===== config.mk =====
export PLATFORM = sky130hd
export DESIGN_NAME = integer_to_radix_digits_core
export DESIGN_NICKNAME = d
export VERILOG_FILES = /design/src/itrd_pkg.sv /design/src/integer_to_radix_digits_core.sv /design/src/itrd_ram.sv /design/src/itrd_div.sv
export SDC_FILE = /design/constraint.sdc
export NUM_CORES = 1
export LEC_CHECK = 0
export BUFFER_PORTS_ARGS = -buffer_cell sky130_fd_sc_hd__buf_4
export CORE_ASPECT_RATIO = 0.5
export CORE_UTILIZATION = 47
export DETAILED_ROUTE_END_ITERATION = 10
export PLACE_DENSITY_LB_ADDON = 0.1
export SLEW_MARGIN = 0
export SYNTH_ARGS = -nofsm -noshare
export SYNTH_HDL_FRONTEND = slang
export SYNTH_SLANG_ARGS = --single-unit

===== constraint.sdc =====
create_clock -name clk -period 26 [get_ports clk]
set_input_delay 6.5 -clock clk [delete_from_list [all_inputs] [get_ports clk]]
set_output_delay 6.5 -clock clk [all_outputs]
set_load 0.02 [all_outputs]

===== src/itrd_pkg.sv =====
// ----------------------------------------------------------------------------
// itrd_pkg
// Shared types, constants and helpers for the integer to radix digit converter.
// ----------------------------------------------------------------------------
package itrd_pkg;

    // Default width of the converted value
    localparam int VALUE_BITS_DEF = 31;

    // Radix register and digit widths
    localparam int RADIX_BITS = 6;
    localparam int DIGIT_BITS = 6;
    localparam int CHAR_BITS  = 7;

    // Quotient bits resolved by the divider in one cycle
    localparam int DIV_STEP_BITS = 8;

    // Radix limits and reset value
    localparam logic [RADIX_BITS-1:0] RADIX_MIN   = 6'd2;
    localparam logic [RADIX_BITS-1:0] RADIX_MAX   = 6'd36;
    localparam logic [RADIX_BITS-1:0] RADIX_RESET = 6'd10;

    // ASCII mapping constants
    localparam logic [DIGIT_BITS-1:0] DIGIT_NINE  = 6'd9;
    localparam logic [CHAR_BITS-1:0]  ASCII_ZERO  = 7'd48;  // '0'
    localparam logic [CHAR_BITS-1:0]  ASCII_ALPHA = 7'd55;  // 'A' - 10

    // Divider status toward the sequencer
    typedef struct packed {
        logic                  done;
        logic [DIGIT_BITS-1:0] rem;
    } div_status_t;

    // Clamp the programmed radix into 2..36
    function automatic logic [RADIX_BITS-1:0] clamp_radix(input logic [RADIX_BITS-1:0] r);
        logic [RADIX_BITS-1:0] c;
        begin
            c = r;
            if (r < RADIX_MIN)
            begin
                c = RADIX_MIN;
            end
            else if (r > RADIX_MAX)
            begin
                c = RADIX_MAX;
            end
            return c;
        end
    endfunction

    // Digit value to ASCII: 0-9 -> '0'-'9', 10-35 -> 'A'-'Z'
    function automatic logic [CHAR_BITS-1:0] digit_to_ascii(input logic [DIGIT_BITS-1:0] d);
        logic [CHAR_BITS-1:0] c;
        begin
            if (d <= DIGIT_NINE)
            begin
                c = {1'b0, d} + ASCII_ZERO;
            end
            else
            begin
                c = {1'b0, d} + ASCII_ALPHA;
            end
            return c;
        end
    endfunction

endpackage


===== src/integer_to_radix_digits_core.sv =====
// ----------------------------------------------------------------------------
// integer_to_radix_digits_core
// Converts a non-negative integer into ASCII digits of a programmable radix,
// most significant digit first, one output beat per digit.
// ----------------------------------------------------------------------------
//  Channel  | Signals                          | Content
//  ---------+----------------------------------+---------------------------------
//  input    | s_tvalid s_tready s_tdata        | value (zero padded to bytes)
//  output   | m_tvalid m_tready m_tdata m_tuser| digit_char, has_digit, last
//           | m_tlast                          |
//  config   | cfg_we cfg_wdata                 | radix (2..36, clamped)
//
//  Each digit comes from one pass of the single divider and is stored in
//  the digit RAM; once the quotient is zero the digits are emitted by RAM
//  read, load and beat. A new value is taken only once the last is out.
//  Zero input gives a single beat with has_digit low and tlast high.
//  s_tready is high only while idle; a stalled m_tready holds the sequencer.
//  Reset returns to idle with radix 10; the digit RAM needs no clearing.
// ----------------------------------------------------------------------------
module integer_to_radix_digits_core #(
    parameter int VALUE_BITS = itrd_pkg::VALUE_BITS_DEF
) (
    input  logic                            clk,
    input  logic                            rst_n,
    // slave stream
    input  logic                            s_tvalid,
    output logic                            s_tready,
    input  logic [((VALUE_BITS+7)/8)*8-1:0] s_tdata,   // [VALUE_BITS-1:0] value
    // master stream
    output logic                            m_tvalid,
    input  logic                            m_tready,
    output logic [7:0]                      m_tdata,   // [6:0] digit_char
    output logic                            m_tuser,   // [0] has_digit
    output logic                            m_tlast,
    // configuration
    input  logic                            cfg_we,
    input  logic [itrd_pkg::RADIX_BITS-1:0] cfg_wdata
);

    localparam int IDX_BITS = $clog2(VALUE_BITS);
    localparam int DB       = itrd_pkg::DIGIT_BITS;
    localparam int CB       = itrd_pkg::CHAR_BITS;

    typedef enum logic [4:0] {
        ST_IDLE = 5'b00001,
        ST_DIV  = 5'b00010,
        ST_RD   = 5'b00100,
        ST_LOAD = 5'b01000,
        ST_OUT  = 5'b10000
    } state_t;

    state_t                        state_reg;
    logic [itrd_pkg::RADIX_BITS-1:0] radix_reg;
    logic [itrd_pkg::RADIX_BITS-1:0] radix_eff;
    logic [IDX_BITS-1:0]           idx_reg;
    logic                          out_valid_reg;
    logic [CB-1:0]                 out_char_reg;
    logic                          out_has_reg;
    logic                          out_last_reg;

    logic                          in_beat;
    logic                          out_beat;
    logic                          div_start;
    logic [VALUE_BITS-1:0]         div_dividend;
    logic [VALUE_BITS-1:0]         div_quot;
    itrd_pkg::div_status_t         div_stat;
    logic [DB-1:0]                 ram_rdata;
    logic                          more_digits;

    assign in_beat   = s_tvalid && s_tready;
    assign out_beat  = m_tvalid && m_tready;
    assign radix_eff = itrd_pkg::clamp_radix(radix_reg);

    // Divider start: new nonzero item or next quotient
    assign more_digits  = (state_reg == ST_DIV) && div_stat.done && (div_quot != '0);
    assign div_start    = (in_beat && (s_tdata[VALUE_BITS-1:0] != '0)) || more_digits;
    assign div_dividend = in_beat ? s_tdata[VALUE_BITS-1:0] : div_quot;

    itrd_div #(
        .VALUE_BITS (VALUE_BITS)
    ) u_div (
        .clk      (clk),
        .rst_n    (rst_n),
        .start    (div_start),
        .dividend (div_dividend),
        .divisor  (radix_eff),
        .quotient (div_quot),
        .status   (div_stat)
    );

    // Digit store, least significant digit at index zero
    itrd_ram #(
        .WIDTH (DB),
        .DEPTH (VALUE_BITS)
    ) u_store (
        .clk   (clk),
        .we    ((state_reg == ST_DIV) && div_stat.done),
        .waddr (idx_reg),
        .wdata (div_stat.rem),
        .raddr (idx_reg),
        .rdata (ram_rdata)
    );

    // Radix register
    always_ff @(posedge clk or negedge rst_n)
    begin
        if (!rst_n)
        begin
            radix_reg <= itrd_pkg::RADIX_RESET;
        end
        else if (cfg_we)
        begin
            radix_reg <= cfg_wdata;
        end
    end

    // Sequencer
    always_ff @(posedge clk or negedge rst_n)
    begin
        if (!rst_n)
        begin
            state_reg     <= ST_IDLE;
            idx_reg       <= '0;
            out_valid_reg <= 1'b0;
        end
        else
        begin
            case (state_reg)
                ST_IDLE:
                begin
                    idx_reg <= '0;
                    if (in_beat)
                    begin
                        if (s_tdata[VALUE_BITS-1:0] == '0)
                        begin
                            out_valid_reg <= 1'b1;
                            state_reg     <= ST_OUT;
                        end
                        else
                        begin
                            state_reg <= ST_DIV;
                        end
                    end
                end
                ST_DIV:
                begin
                    if (div_stat.done)
                    begin
                        if (div_quot == '0)
                        begin
                            state_reg <= ST_RD;
                        end
                        else
                        begin
                            idx_reg <= idx_reg + IDX_BITS'(1);
                        end
                    end
                end
                ST_RD:
                begin
                    state_reg <= ST_LOAD;
                end
                ST_LOAD:
                begin
                    out_valid_reg <= 1'b1;
                    state_reg     <= ST_OUT;
                end
                ST_OUT:
                begin
                    if (out_beat)
                    begin
                        out_valid_reg <= 1'b0;
                        if (out_last_reg)
                        begin
                            state_reg <= ST_IDLE;
                        end
                        else
                        begin
                            idx_reg   <= idx_reg - IDX_BITS'(1);
                            state_reg <= ST_RD;
                        end
                    end
                end
                default:
                begin
                    state_reg <= ST_IDLE;
                end
            endcase
        end
    end

    // Output payload
    always_ff @(posedge clk)
    begin
        if (in_beat)
        begin
            out_char_reg <= '0;
            out_has_reg  <= 1'b0;
            out_last_reg <= 1'b1;
        end
        else if (state_reg == ST_LOAD)
        begin
            out_char_reg <= itrd_pkg::digit_to_ascii(ram_rdata);
            out_has_reg  <= 1'b1;
            out_last_reg <= (idx_reg == '0);
        end
    end

    assign s_tready = (state_reg == ST_IDLE);
    assign m_tvalid = out_valid_reg;
    assign m_tdata  = {1'b0, out_char_reg};
    assign m_tuser  = out_has_reg;
    assign m_tlast  = out_last_reg;

    // Checks
    a_ready_excl: assert property (@(posedge clk) disable iff (!rst_n)
        s_tready |-> !m_tvalid)
        else $error("input ready while a beat is pending");

    a_valid_state: assert property (@(posedge clk) disable iff (!rst_n)
        m_tvalid |-> (state_reg == ST_OUT))
        else $error("output valid outside emit state");

    a_empty_last: assert property (@(posedge clk) disable iff (!rst_n)
        (m_tvalid && !m_tuser) |-> m_tlast)
        else $error("empty result not marked last");

    a_rem_range: assert property (@(posedge clk) disable iff (!rst_n)
        (state_reg == ST_DIV && div_stat.done) |-> (div_stat.rem < radix_eff))
        else $error("remainder not below radix");

endmodule


===== src/itrd_ram.sv =====
// ----------------------------------------------------------------------------
// itrd_ram
// Generic single-write, single-read RAM with registered read data.
// ----------------------------------------------------------------------------
module itrd_ram #(
    parameter int WIDTH = 8,
    parameter int DEPTH = 32
) (
    input  logic                     clk,
    input  logic                     we,
    input  logic [$clog2(DEPTH)-1:0] waddr,
    input  logic [WIDTH-1:0]         wdata,
    input  logic [$clog2(DEPTH)-1:0] raddr,
    output logic [WIDTH-1:0]         rdata
);

    logic [WIDTH-1:0] mem [DEPTH];
    logic [WIDTH-1:0] rdata_reg;

    // Write port and registered read port
    always_ff @(posedge clk)
    begin
        if (we)
        begin
            mem[waddr] <= wdata;
        end
        rdata_reg <= mem[raddr];
    end

    assign rdata = rdata_reg;

endmodule


===== src/itrd_div.sv =====
// ----------------------------------------------------------------------------
// itrd_div
// Iterative restoring divider: value by radix, several quotient bits a cycle.
// ----------------------------------------------------------------------------
module itrd_div #(
    parameter int VALUE_BITS = itrd_pkg::VALUE_BITS_DEF
) (
    input  logic                              clk,
    input  logic                              rst_n,
    input  logic                              start,
    input  logic [VALUE_BITS-1:0]             dividend,
    input  logic [itrd_pkg::RADIX_BITS-1:0]   divisor,
    output logic [VALUE_BITS-1:0]             quotient,
    output itrd_pkg::div_status_t             status
);

    localparam int STEP     = itrd_pkg::DIV_STEP_BITS;
    localparam int NCYC     = (VALUE_BITS + STEP - 1) / STEP;
    localparam int PAD_BITS = NCYC * STEP;
    localparam int CNT_BITS = $clog2(NCYC + 1);
    localparam int DB       = itrd_pkg::DIGIT_BITS;

    logic [PAD_BITS-1:0] work_reg,  work_next;
    logic [DB-1:0]       rem_reg,   rem_next;
    logic [CNT_BITS-1:0] cnt_reg;
    logic                busy_reg;
    logic                done_reg;

    // STEP dependent compare-subtract steps on the narrow remainder
    always_comb
    begin
        logic [DB:0] t;
        work_next = work_reg;
        rem_next  = rem_reg;
        for (int i = 0; i < STEP; i++)
        begin
            t         = {rem_next, work_next[PAD_BITS-1]};
            work_next = {work_next[PAD_BITS-2:0], 1'b0};
            if (t >= {1'b0, divisor})
            begin
                rem_next     = DB'(t - {1'b0, divisor});
                work_next[0] = 1'b1;
            end
            else
            begin
                rem_next = t[DB-1:0];
            end
        end
    end

    // Control
    always_ff @(posedge clk or negedge rst_n)
    begin
        if (!rst_n)
        begin
            busy_reg <= 1'b0;
            done_reg <= 1'b0;
            cnt_reg  <= '0;
        end
        else
        begin
            done_reg <= 1'b0;
            if (start)
            begin
                busy_reg <= 1'b1;
                cnt_reg  <= CNT_BITS'(NCYC);
            end
            else if (busy_reg)
            begin
                cnt_reg <= cnt_reg - CNT_BITS'(1);
                if (cnt_reg == CNT_BITS'(1))
                begin
                    busy_reg <= 1'b0;
                    done_reg <= 1'b1;
                end
            end
        end
    end

    // Datapath
    always_ff @(posedge clk)
    begin
        if (start)
        begin
            work_reg <= PAD_BITS'(dividend);
            rem_reg  <= '0;
        end
        else if (busy_reg)
        begin
            work_reg <= work_next;
            rem_reg  <= rem_next;
        end
    end

    assign quotient    = work_reg[VALUE_BITS-1:0];
    assign status.done = done_reg;
    assign status.rem  = rem_reg;

endmodule


# Word level (Yosys, flattened, before mapping)
# Memory sizes are Yosys's and may differ from the RTL's. A register that Yosys moved wholly into a read port is not among the register bits.
# Index checks and enable logic that the tools add are counted.
# totals
latch_bits	0
mem_bits_rw	186
regBits	69
inputBits	43
n_memories	1
romBits	0
# mem_list
memory	depth	width	rd	rd_clocked_by_memory_dff	write_ports	line_no	source
u_store.mem	31	6	1	1	1	itrd_ram.sv:17	logic [WIDTH-1:0] mem [DEPTH];
# op_classes
n_bitwise	0
magnitude_cmp	11
addsub	13
eq_ne	14
shift	0
n_div	0
n_mul	0
n_reduce_logical	18
n_mux	48
# op_table
op	count
$mux W31	3
$logic_not A31 Y1	2
$reduce_bool A31 Y1	2
$mux W6	10
$ge A7 B6 Y1	8
$sub A6 B6 Y6	8
$mux W5	9
$pmux W5 S5	1
$mux W1	19
$pmux W5 S3	1
$add A6 B6 Y7 const B	2
$mux W3	3
$ne A2 B1 Y1 const B	4
$ne A2 B2 Y1 const B	4
$reduce_and A4 Y1	2
$mux W7	1
$gt A6 B6 Y1 const B	1
$le A6 B4 Y1 const B	1
$lt A6 B2 Y1 const B	1
$reduce_bool A3 Y1	2
$add A5 B1 Y5 const B	1
$eq A5 B1 Y1 const B	1
$eq A5 B2 Y1 const B	1
$eq A5 B3 Y1 const B	1
12 further kinds	16

# Depth between registers and ports, before layout
# Gate-level depths: netlist of run 1.
# depth
word_depth	21
mapped_depth	82
ltp_nobuf	77

# Modules after synthesis
# Synthesis of run 1 repeated with hierarchy kept, for this count alone.
# unflattened
hier_cells	1219
area_unflattened_um2	14747.9
# modules_own_cells
mod	instances	seq_area_each_um2	cells_per_inst	area_each_um2
itrd_ram	1	5705.5	387	7542.2
itrd_div	1	1196.1	540	5121.2
integer_to_radix_digits_core	1	609.3	292	2084.5

# Worst setup path after synthesis of run 1
# OpenSTA, ideal clock, no wires.
# synth_path
path_type	reg-to-reg
from	reg radix_reg[3] (netlist name)
to	reg u_div.rem_reg[0]
arrival_time_ns	16.512
required_time_ns	25.914
setup_slack_ns	9.403
path_stages_with_launch	79
cell_sequence	dfstp_2 nor3_1 a21oi_1 ha_1 a21oi_1 o21a_1 o21ai_1 mux2_2 ha_1 or2_2 a211oi_1 o31ai_1 a21oi_1 nand2_1 buf_2 nand2_1 a21boi_0 ha_1 (+43 left out) a21o_1 a211oi_1 and2_1 clkbuf_1 inv_1 mux2_2 mux2i_1 ha_1 a21o_1 a21o_1 a31oi_1 nor2b_1 o21a_1 o21a_1 a311o_1 a211oi_4 mux2_2 a211oi_1
# synth_via
elab_chain_len	19
# synth_lines
element	line_no	source
start, declared	integer_to_radix_digits_core.sv:53	logic [itrd_pkg::RADIX_BITS-1:0] radix_reg;
start signal, assigned	integer_to_radix_digits_core.sv:109	radix_reg <= itrd_pkg::RADIX_RESET;
start signal, assigned	integer_to_radix_digits_core.sv:113	radix_reg <= cfg_wdata;
$gt A6 B6 Y1	itrd_pkg.sv:43	else if (r > RADIX_MAX)
$mux W6	itrd_pkg.sv:43	
$mux W6 (*)	itrd_pkg.sv:39	if (r < RADIX_MIN)
$sub A6 B6 Y6 / $ge A7 B6 Y1 (equally long branches)	itrd_div.sv:41, itrd_div.sv:39	
$mux W6	itrd_div.sv:39	if (t >= {1'b0, divisor})
$sub A6 B6 Y6 / $ge A7 B6 Y1 (equally long branches)	itrd_div.sv:41, itrd_div.sv:39	
$mux W6	itrd_div.sv:39	
$sub A6 B6 Y6 / $ge A7 B6 Y1 (equally long branches)	itrd_div.sv:41, itrd_div.sv:39	
(+3 left out)	-	
$sub A6 B6 Y6 / $ge A7 B6 Y1 (equally long branches)	itrd_div.sv:41, itrd_div.sv:39	
$mux W6	itrd_div.sv:39	
$sub A6 B6 Y6 / $ge A7 B6 Y1 (equally long branches)	itrd_div.sv:41, itrd_div.sv:39	
$mux W6	itrd_div.sv:39	
$ge A7 B6 Y1 / $sub A6 B6 Y6 (equally long branches)	itrd_div.sv:39, itrd_div.sv:41	
$mux W6	itrd_div.sv:39	
$ge A7 B6 Y1	itrd_div.sv:39	
$mux W6 (*)	itrd_div.sv:39	
end signal, assigned	itrd_div.sv:91	rem_reg <= rem_next;
end, declared	itrd_div.sv:24	logic [DB-1:0] rem_reg, rem_next;
# Every way passes the cells marked *; elsewhere a longest branch is shown, timed or not.
# A chain may end at the register's enable or synchronous reset.

# Worst setup path in the final report of run 1
# layout_path
from	reg radix_reg[5] (netlist name)
to	reg u_div.rem_reg[0]
# Same word-level chain as after synthesis.

==> flow_summary.rst, run 1 <==
.. list-table::
   :header-rows: 1

   * - Metric
     - Value
   * - Synth Register Bits
     - ~260
   * - Placed cell areas
     - 0.01437 sq mm
   * - Slew @ Worst Pin
     - 1283 ps
   * - # hold bufs at CTS
     - 0
   * - Clock buffer depth
     - 3
   * - Number of rows created at floorplan
     - 43
   * - Total Negative Setup Slacks
     - 0 ps
   * - # resized after CTS
     - 0
   * - Port bufs
     - 52
   * - Final hold viol count
     - 0
   * - Number of antenna diodes
     - 0
   * - Avg Synthesized Cell Area
     - 13.15 sq um
   * - Number of antenna violations at the first check in global routing
     - 0
   * - Die extent in x
     - 242.2 um
   * - Dominant synthesized flop cell
     - edfxtp_1
   * - Register area share after synthesis
     - 55.40%
   * - Mapped cell area
     - between 0.01 and 0.015 sq mm
   * - Aggregate global-route resource usage
     - between 20% and 30%
   * - Leftover overflow at the end of global routing
     - 0
   * - Number of top-level pins
     - 55
   * - Fin cells
     - 1482
   * - Main area contributors after synthesis
     - edfxtp_1 (48%), mux4_2 (7.1%), ha_1 (5.3%)
   * - Maximum fanout along the worst path
     - 18
   * - Iteration count of the initial detailed-routing pass
     - 5
   * - Crit path buf inv count
     - 5
   * - Number of nets produced by synthesis
     - approximately 1100
   * - Number of distinct library cells after synthesis
     - 74
   * - Area of the core
     - 0.02803 sq mm
   * - Status
     - finished, final reports clean
   * - Required arrival time at the worst endpoint
     - 26440 ps
   * - Total vias in the final route
     - 8556
   * - P&R area growth vs syn
     - 11.88%
   * - Avg WL per Cell
     - 20.60 um
   * - Clock tree from TritonCTS
     - built
   * - Gate Count Post-Synth
     - 1031
   * - Unrepaired setup endpoints after global routing
     - no
   * - Number of global-route vias before repair
     - 8287
   * - Chip Height
     - between 100 and 150 um
   * - Setup crit start kind
     - register
   * - Number of slew-limit violations in the final report
     - 0
   * - Skew-Pair Late Insertion Delay
     - 540 ps
   * - Class of the most critical setup path
     - reg2reg
   * - Number of nets in the layout
     - 1190
   * - Summed area of non-filler cells in the final layout
     - about 0.015 sq mm
   * - Critical path endpoint category
     - register
   * - Worst slew margin relative to its limit
     - 14.36%
   * - Residual DRC
     - 0
   * - Yosys top cell by area
     - edfxtp_1
   * - Data arrival, critical path
     - 20010 ps
   * - Number of routed nets with antenna violations
     - 0
   * - Slowest CP cell
     - a311oi_1
   * - HPWL Detailed
     - 20670 um
   * - Max-capacitance violation count
     - 0
   * - Clock transition at the registers of the reported paths
     - 60 ps
   * - Area enclosed by the die boundary
     - 0.02957 sq mm
   * - Number of flip-flops in the largest register
     - 186
   * - Number of buffers created by CTS
     - 25
   * - Post-placement cell count
     - about 1400
   * - Fraction of synthesis flops using an asynchronous set or reset pin
     - 8.429%
   * - Delay contributed by the slowest stage of the critical path
     - 530 ps
   * - EDFF count, synth
     - roughly 220
   * - Yosys warnings
     - 0
   * - Wire length of the first global-routing pass
     - approximately 48000 um
   * - Area share of the largest cell type after synthesis
     - between 40% and 50%
   * - Starting density of the core
     - around half
   * - Total length of routed wires
     - around 30000 um
   * - Via-to-Cell Ratio
     - 5.773
   * - H-tree levels
     - 1
   * - Clk sink count
     - 261
   * - Maximum number of pins on one net before global-route repair
     - 60
   * - Final cycle utilization of the critical path
     - 75.26%
   * - Iter 0 DRT Violations
     - 710
   * - Class of the tightest hold or removal check
     - reg2reg
   * - Layout cell share with drive strength beyond 1
     - 19.18%
   * - Count of buffers added by post-CTS timing repair for setup
     - 0
   * - CTS Root Buffer Type
     - clkbuf_16
   * - GPL Wtd Cong
     - 0.8213
   * - Final setup violation count
     - 0
   * - Fmax achieved
     - 0.05110 GHz
   * - Top delay family on crit path
     - compound AO/OA/AOI/OAI gates
   * - Worst setup skew after layout
     - ~16 ps
   * - Min Tclk post-route
     - 19570 ps
-- through the flow --
stage / worst slack (ps) / hold slack, ps / utilization, %
2_1_floorplan: 9403 / 476.8 / -
3_5_place_dp: 6743 / 463.3 / 51.27
4_1_cts: 6627 / 474.9 / 54.11
5_1_grt: 5159 / 496.7 / 54.11
6_report: 6431 / 475.8 / 54.11
3_3_place_gp: 6883 / 454.6 / 51.27
-- synthesized netlist by cell type, types with 4 or more instances --
| library cell | n |
|---|---|
| edfxtp_1 | 217 |
| nor2_1 | 79 |
| ha_1 | 57 |
| inv_1 | 56 |
| nand2_1 | 55 |
| mux2_2 | 45 |
| mux4_2 | 43 |
| o21ai_0 | 40 |
| a21oi_1 | 38 |
| mux2i_1 | 37 |
| clkbuf_1 | 30 |
| dfxtp_1 | 22 |
| a21o_1 | 20 |
| nor2b_1 | 20 |
| xor2_1 | 20 |
| dfrtp_1 | 19 |
| a211oi_1 | 17 |
| nor3_1 | 17 |
| xnor2_1 | 16 |
| nor4_1 | 15 |
| nand2b_1 | 13 |
| and3_1 | 11 |
| nand4_1 | 11 |
| fa_1 | 9 |
| nand3_1 | 9 |
| o21a_1 | 8 |
| a22oi_1 | 6 |
| a31oi_1 | 6 |
| and2_1 | 6 |
| o2111ai_1 | 6 |
| o211ai_1 | 5 |
| buf_1 | 4 |
| nand3b_1 | 4 |
-- metal layers --
| metal | up-vias | routed length, um | track usage, % |
|---|---|---|---|
| met5 | - | 0 | 0 |
| met4 | 0 | 597 | 4.628 |
| met3 | 42 | 1254 | 3.084 |
| met2 | 163 | 13750 | 32.54 |
| met1 | 4298 | 14930 | 31.30 |
| li1 | 4053 | - | - |
-- cell families after synthesis --
group / count (synthesis) / synth area share, %
compound gates: 186 / 9.561
xor+xnor: 36 / 2.326
fa+ha+maj: 66 / 6.589
buf+inv: 94 / 2.704
flops: 261 / 55.40
mux: 126 / 13.72
other cells: 1 / 0.02766
simple gates: 261 / 9.672
-- path summary, 6_finish.rpt --
kind | start | endpoint | depth (start not counted) | slack [ps]
worst min-delay path | m_tuser$_SDFFE_PP0N_ | m_tuser$_SDFFE_PP0N_ | 2 | 480
max in group asynchronous | rst_n | radix_reg[1]$_DFFE_PN1P_ | 1 | 19860
worst min register to register | m_tuser$_SDFFE_PP0N_ | m_tuser$_SDFFE_PP0N_ | 2 | 480
worst max-delay path | radix_reg[5]$_DFFE_PN0P_ | u_div.rem_reg[0]$_SDFFE_PN0P_ | 73 | 6430
worst max register to register | radix_reg[5]$_DFFE_PN0P_ | u_div.rem_reg[0]$_SDFFE_PN0P_ | 73 | 6430
min in group asynchronous | rst_n | state_reg[4]$_DFFE_PN0P_ | 1 | 5850
-- worst register-to-register path: cells and delay by family, from the launching register on --
kind	cells	cell delay, ps
DFF	1	400
AOI/OAI and AO/OA	38	9930
adders and majority gates	8	2560
buffers and inverters	5	770
and+or+nand+nor	16	3610
muxes	6	2250
-- area by class of cell --
cell class | instances | area, sq um
Fill cell | 2331 | 12860
Sequential cell | 261 | 7516
Multi-Input combinational cell | 676 | 5709
Clock buffer | 29 | 640.6
Tap cell | 382 | 478.0
Timing Repair Buffer | 61 | 457.9
Inverter | 56 | 210.2
Clock inverter | 17 | 156.4
-- layout by cell type (no fill, tap or decap), types with 4 or more instances in the layout --
cell type / n
xor2_1: 20
clkinv_2: 4
nand2_1: 55
nand3_1: 9
o2111ai_1: 6
o21a_1: 8
nor2_1: 79
nand2b_1: 13
a21o_1: 20
mux2i_1: 37
dfxtp_1: 22
buf_4: 61
nand3b_1: 4
nor4_1: 15
clkbuf_1: 4
ha_1: 57
nor3_1: 17
xnor2_1: 16
inv_1: 56
and3_1: 11
o211ai_1: 5
dfrtp_1: 17
clkinv_1: 6
mux4_2: 43
a211oi_1: 17
edfxtp_1: 217
fa_1: 9
nor2b_1: 20
a31oi_1: 6
clkbuf_16: 25
and2_1: 6
a22oi_1: 6
a21oi_1: 38
o21ai_0: 40
nand4_1: 11
mux2_2: 45
Power of run 1 is not shown: default switching activity piles up to over one toggle a cycle in this logic, so the estimate is an artifact.
==> inputs of run 2 (changes only) <==
--- a/config.mk
+++ b/config.mk
@@ -5,6 +5,7 @@
 export SDC_FILE = /design/constraint.sdc
 export NUM_CORES = 1
 export LEC_CHECK = 0
+export ABC_AREA = 1
 export BUFFER_PORTS_ARGS = -buffer_cell sky130_fd_sc_hd__buf_4
 export CORE_ASPECT_RATIO = 0.5
 export CORE_UTILIZATION = 47
==> constraint.sdc (replaced) <==
create_clock -name clk -period 20.1 [get_ports clk]
set_input_delay 5.025 -clock clk [delete_from_list [all_inputs] [get_ports clk]]
set_output_delay 5.025 -clock clk [all_outputs]
set_load 0.02 [all_outputs]
==> run 2 against run 1 <==
Routed wire length increased by 2.0%; non-clock buffer count increased by 6; cell count increased by 18%; first-iteration DRC count decreased by 6.5%; sequential share of layout area increased by 0.81 points; synthesized area decreased by 2.1%; register-to-register slack got worse by 2000 ps; cell area decreased by 1.7%; critical path depth increased by 11; utilization decreased by 0.29 points.
==> flow_summary.rst, run 2 <==
.. list-table::
   :header-rows: 1

   * - Metric
     - Value
   * - Maximum fanout along the worst path
     - 12 (-6)
   * - Setup crit start kind
     - register
   * - Register area share after synthesis
     - 56.58% (+1.2 points)
   * - Skew-Pair Late Insertion Delay
     - 540 ps (about the same)
   * - Critical path endpoint category
     - register
   * - Worst Setup Slack post-DPL
     - 4339 ps (-2403 ps)
   * - Avg WL per Cell
     - 17.84 um (-13%)
   * - Wire length of the first global-routing pass
     - 49090 um (+3.3%)
   * - Required arrival time at the worst endpoint
     - 20300 ps (-6140 ps)
   * - Starting density of the core
     - 47.91% (-0.46 points)
   * - Slew @ Worst Pin
     - 1079 ps (-204.1 ps)
   * - Total Negative Setup Slacks
     - 0 ps (unchanged)
   * - Mapped cell area
     - 0.01327 sq mm (-2.1%)
   * - Top cells by count, synth
     - nand2_1 (280), edfxtp_1 (217), inv_1 (128)
   * - Number of cells on the worst reg-to-reg path
     - 84 (+15%)
   * - Slowest CP cell
     - a221oi_1
   * - Most common library cell in the layout ignoring fill and taps
     - nand2_1
   * - Number of nets in the layout
     - 1454 (+22%)
   * - Area share of the largest cell type after synthesis
     - 49.09% (+1.0 points)
   * - Worst reg2reg path endpoint
     - u_div.work_reg[0]$_DFFE_PP_
   * - Number of rows created at floorplan
     - 43 (unchanged)
   * - Max-capacitance violation count
     - 0 (unchanged)
   * - Number of global-route vias before repair
     - 9281 (+12%)
   * - Class of the tightest hold or removal check
     - reg2reg
   * - Chip Height
     - 120.8 um (-1.0%)
   * - Main area contributors after synthesis
     - edfxtp_1 (49%), nand2_1 (7.9%), ha_1 (5.4%)
   * - Min Tclk post-route
     - 15680 ps (-3886 ps)
   * - Origin of the worst min-delay path
     - out_char_reg[5]$_SDFFE_PP0N_
   * - Status
     - finished, final reports clean
   * - Avg Synthesized Cell Area
     - 10.35 sq um (-21%)
   * - Area of the core
     - 0.02771 sq mm (-1.2%)
   * - Yosys warnings
     - 0 (unchanged)
   * - Number of antenna violations at the first check in global routing
     - 0 (unchanged)
   * - GPL Wtd Cong
     - 0.8641 (+5.2%)
   * - Clock transition at the registers of the reported paths
     - 60 ps (about the same)
   * - # hold bufs at CTS
     - 0 (unchanged)
   * - Aggregate global-route resource usage
     - 22.00% (+1.0 points)
   * - Data arrival, critical path
     - 15890 ps (-4120 ps)
   * - Unrepaired setup endpoints after global routing
     - no
   * - Number of routed nets with antenna violations
     - 0 (unchanged)
   * - Number of slew-limit violations in the final report
     - 0 (unchanged)
   * - Yosys top cell by area
     - edfxtp_1
   * - Count of buffers added by post-CTS timing repair for setup
     - 0 (unchanged)
   * - Port bufs
     - 52 (unchanged)
   * - Fmax achieved
     - 0.06377 GHz (+25%)
   * - Iteration count of the initial detailed-routing pass
     - 5 (unchanged)
   * - Maximum number of pins on one net before global-route repair
     - 50 (-17%)
   * - Final cycle utilization of the critical path
     - 78.02% (+2.8 points)
   * - H-tree levels
     - 1 (unchanged)
   * - Worst setup skew after layout
     - 34.59 ps (+18.81 ps)
   * - Number of flip-flops in the largest register
     - 186 (unchanged)
   * - Layout cell share with drive strength beyond 1
     - 10.79% (-8.4 points)
   * - Clk sink count
     - 261 (unchanged)
   * - Leftover overflow at the end of global routing
     - 0 (unchanged)
   * - Fill cells
     - 2433 (+4.4%)
   * - Class of the most critical setup path
     - reg2reg
   * - Cell with the most instances after synthesis
     - nand2_1
   * - Die extent in x
     - 239.7 um (-1.0%)
   * - Clock buffer depth
     - 3 (unchanged)
   * - Dominant synthesized flop cell
     - edfxtp_1
   * - Number of top-level pins
     - 55 (unchanged)
   * - Iter 0 DRT Violations
     - 664 (-6.5%)
   * - P&R area growth vs syn
     - 12.36%
   * - Instance count along the most critical hold path
     - 2 (unchanged)
   * - Gate Count Post-Synth
     - 1283 (+24%)
   * - Synth Register Bits
     - 261 (unchanged)
   * - Total length of routed wires
     - 31140 um (+2.0%)
   * - Total vias in the final route
     - 9453 (+10%)
   * - Worst slew margin relative to its limit
     - 28.00% (+14 points)
   * - Cell with the most instances on the worst path
     - nand2_1
   * - Number of antenna diodes
     - 0 (unchanged)
   * - Delay contributed by the slowest stage of the critical path
     - 590 ps (+60 ps)
   * - Number of buffers created by CTS
     - 24 (-4.0%)
   * - Number of nets produced by synthesis
     - 1392 (+22%)
   * - Final setup violation count
     - 0 (unchanged)
   * - EDFF count, synth
     - 217 (unchanged)
   * - Hold-critical path endpoint
     - out_char_reg[5]$_SDFFE_PP0N_
   * - Via-to-Cell Ratio
     - 5.417 (-6.2%)
   * - Clock tree from TritonCTS
     - built
   * - Area enclosed by the die boundary
     - 0.02896 sq mm (-2.1%)
   * - Residual DRC
     - 0 (unchanged)
   * - Top library cells by usage in the layout, fill and taps aside
     - nand2_1 (280), edfxtp_1 (217), inv_1 (128)
   * - CTS Root Buffer Type
     - clkbuf_16
   * - HPWL Detailed
     - 21120 um (+2.1%)
   * - Worst flop-to-flop path startpoint
     - radix_reg[5]$_DFFE_PN0P_
   * - Register-to-register path setup slack
     - 4420 ps (-2010 ps)
   * - Worst-case setup margin in the final layout
     - 4418 ps (-2014 ps)
   * - # resized after CTS
     - 0 (unchanged)
   * - Number of distinct library cells after synthesis
     - 47 (-36%)
   * - Fraction of synthesis flops using an asynchronous set or reset pin
     - 8.429% (unchanged)
   * - Final hold viol count
     - 0 (unchanged)
-- run 2: worst max path at each step --
| stage | end | slack (ps) | start |
|---|---|---|---|
| 2_1_floorplan | u_div.work_reg[0]$_DFFE_PP_ | 6850 | radix_reg[3]$_DFFE_PN1P_ |
| 3_3_place_gp | u_div.work_reg[0]$_DFFE_PP_ | 4600 | radix_reg[5]$_DFFE_PN0P_ |
| 3_5_place_dp | u_div.work_reg[0]$_DFFE_PP_ | 4340 | radix_reg[5]$_DFFE_PN0P_ |
| 4_1_cts | u_div.work_reg[0]$_DFFE_PP_ | 4300 | radix_reg[5]$_DFFE_PN0P_ |
| 5_1_grt | u_div.work_reg[0]$_DFFE_PP_ | 2700 | radix_reg[5]$_DFFE_PN0P_ |
| 6_report | u_div.work_reg[0]$_DFFE_PP_ | 4420 | radix_reg[5]$_DFFE_PN0P_ |
-- run 2: final cells by class --
class	count	area, sq um	area share, %
clock inverters	7	123.9	0.8305
flip-flops and latches	261	7511	50.36
inverters	137	514.2	3.448
multi-input cells	854	5135	34.43
well taps	382	478.0	3.205
clock buffers	37	649.4	4.354
repair buffers	67	503.0	3.372
-- run 2: routing by layer --
metal | wire length (um) | vias to the layer above | share of wire, % | global-route usage [%]
li1 | - | 4663 | - | -
met1 | 14760 | 4596 | 47 | 31.60
met2 | 14610 | 166 | 47 | 35.74
met3 | 1376 | 28 | 4.4 | 3.242
met4 | 389 | 0 | 1.2 | 3.886
met5 | 0 | - | 0 | 0
-- run 2: cell families after synthesis --
logic type / count (synthesis) / synth area share, %
AO/OA/AOI/OAI: 246 / 11.74
XOR/XNOR: 34 / 2.243
adder cells (fa/ha/maj): 66 / 6.730
buffers and inverters: 168 / 4.864
flip-flops: 261 / 56.58
multiplexers: 2 / 0.1697
other: 1 / 0.02825
AND/OR/NAND/NOR: 505 / 17.64
-- run 2: stage by stage --
stage | cells | hold slack [ps] | cell area [sq um] | utilization [%]
final | 1745 | 476.1 | 14910 | 53.83
after global routing | 1745 | 504.5 | 14910 | 53.83
after CTS | 1745 | 481.7 | 14910 | 53.83
after detailed placement | 1701 | 461.4 | 14140 | 51.04
after global placement | 1701 | 457.4 | 14140 | 51.04
after floorplan | 1283 | 442.4 | 13270 | -
-- run 2: worst max-delay path: cells and delay by family, from the launching register on --
family / cells / cell delay [ps]
flip-flops: 1 / 330
AND/OR/NAND/NOR: 32 / 4730
buffers and inverters: 13 / 1250
adder cells (fa/ha/maj): 8 / 2720
AO/OA/AOI/OAI: 31 / 6300
Power of run 2 is left out for the same reason.
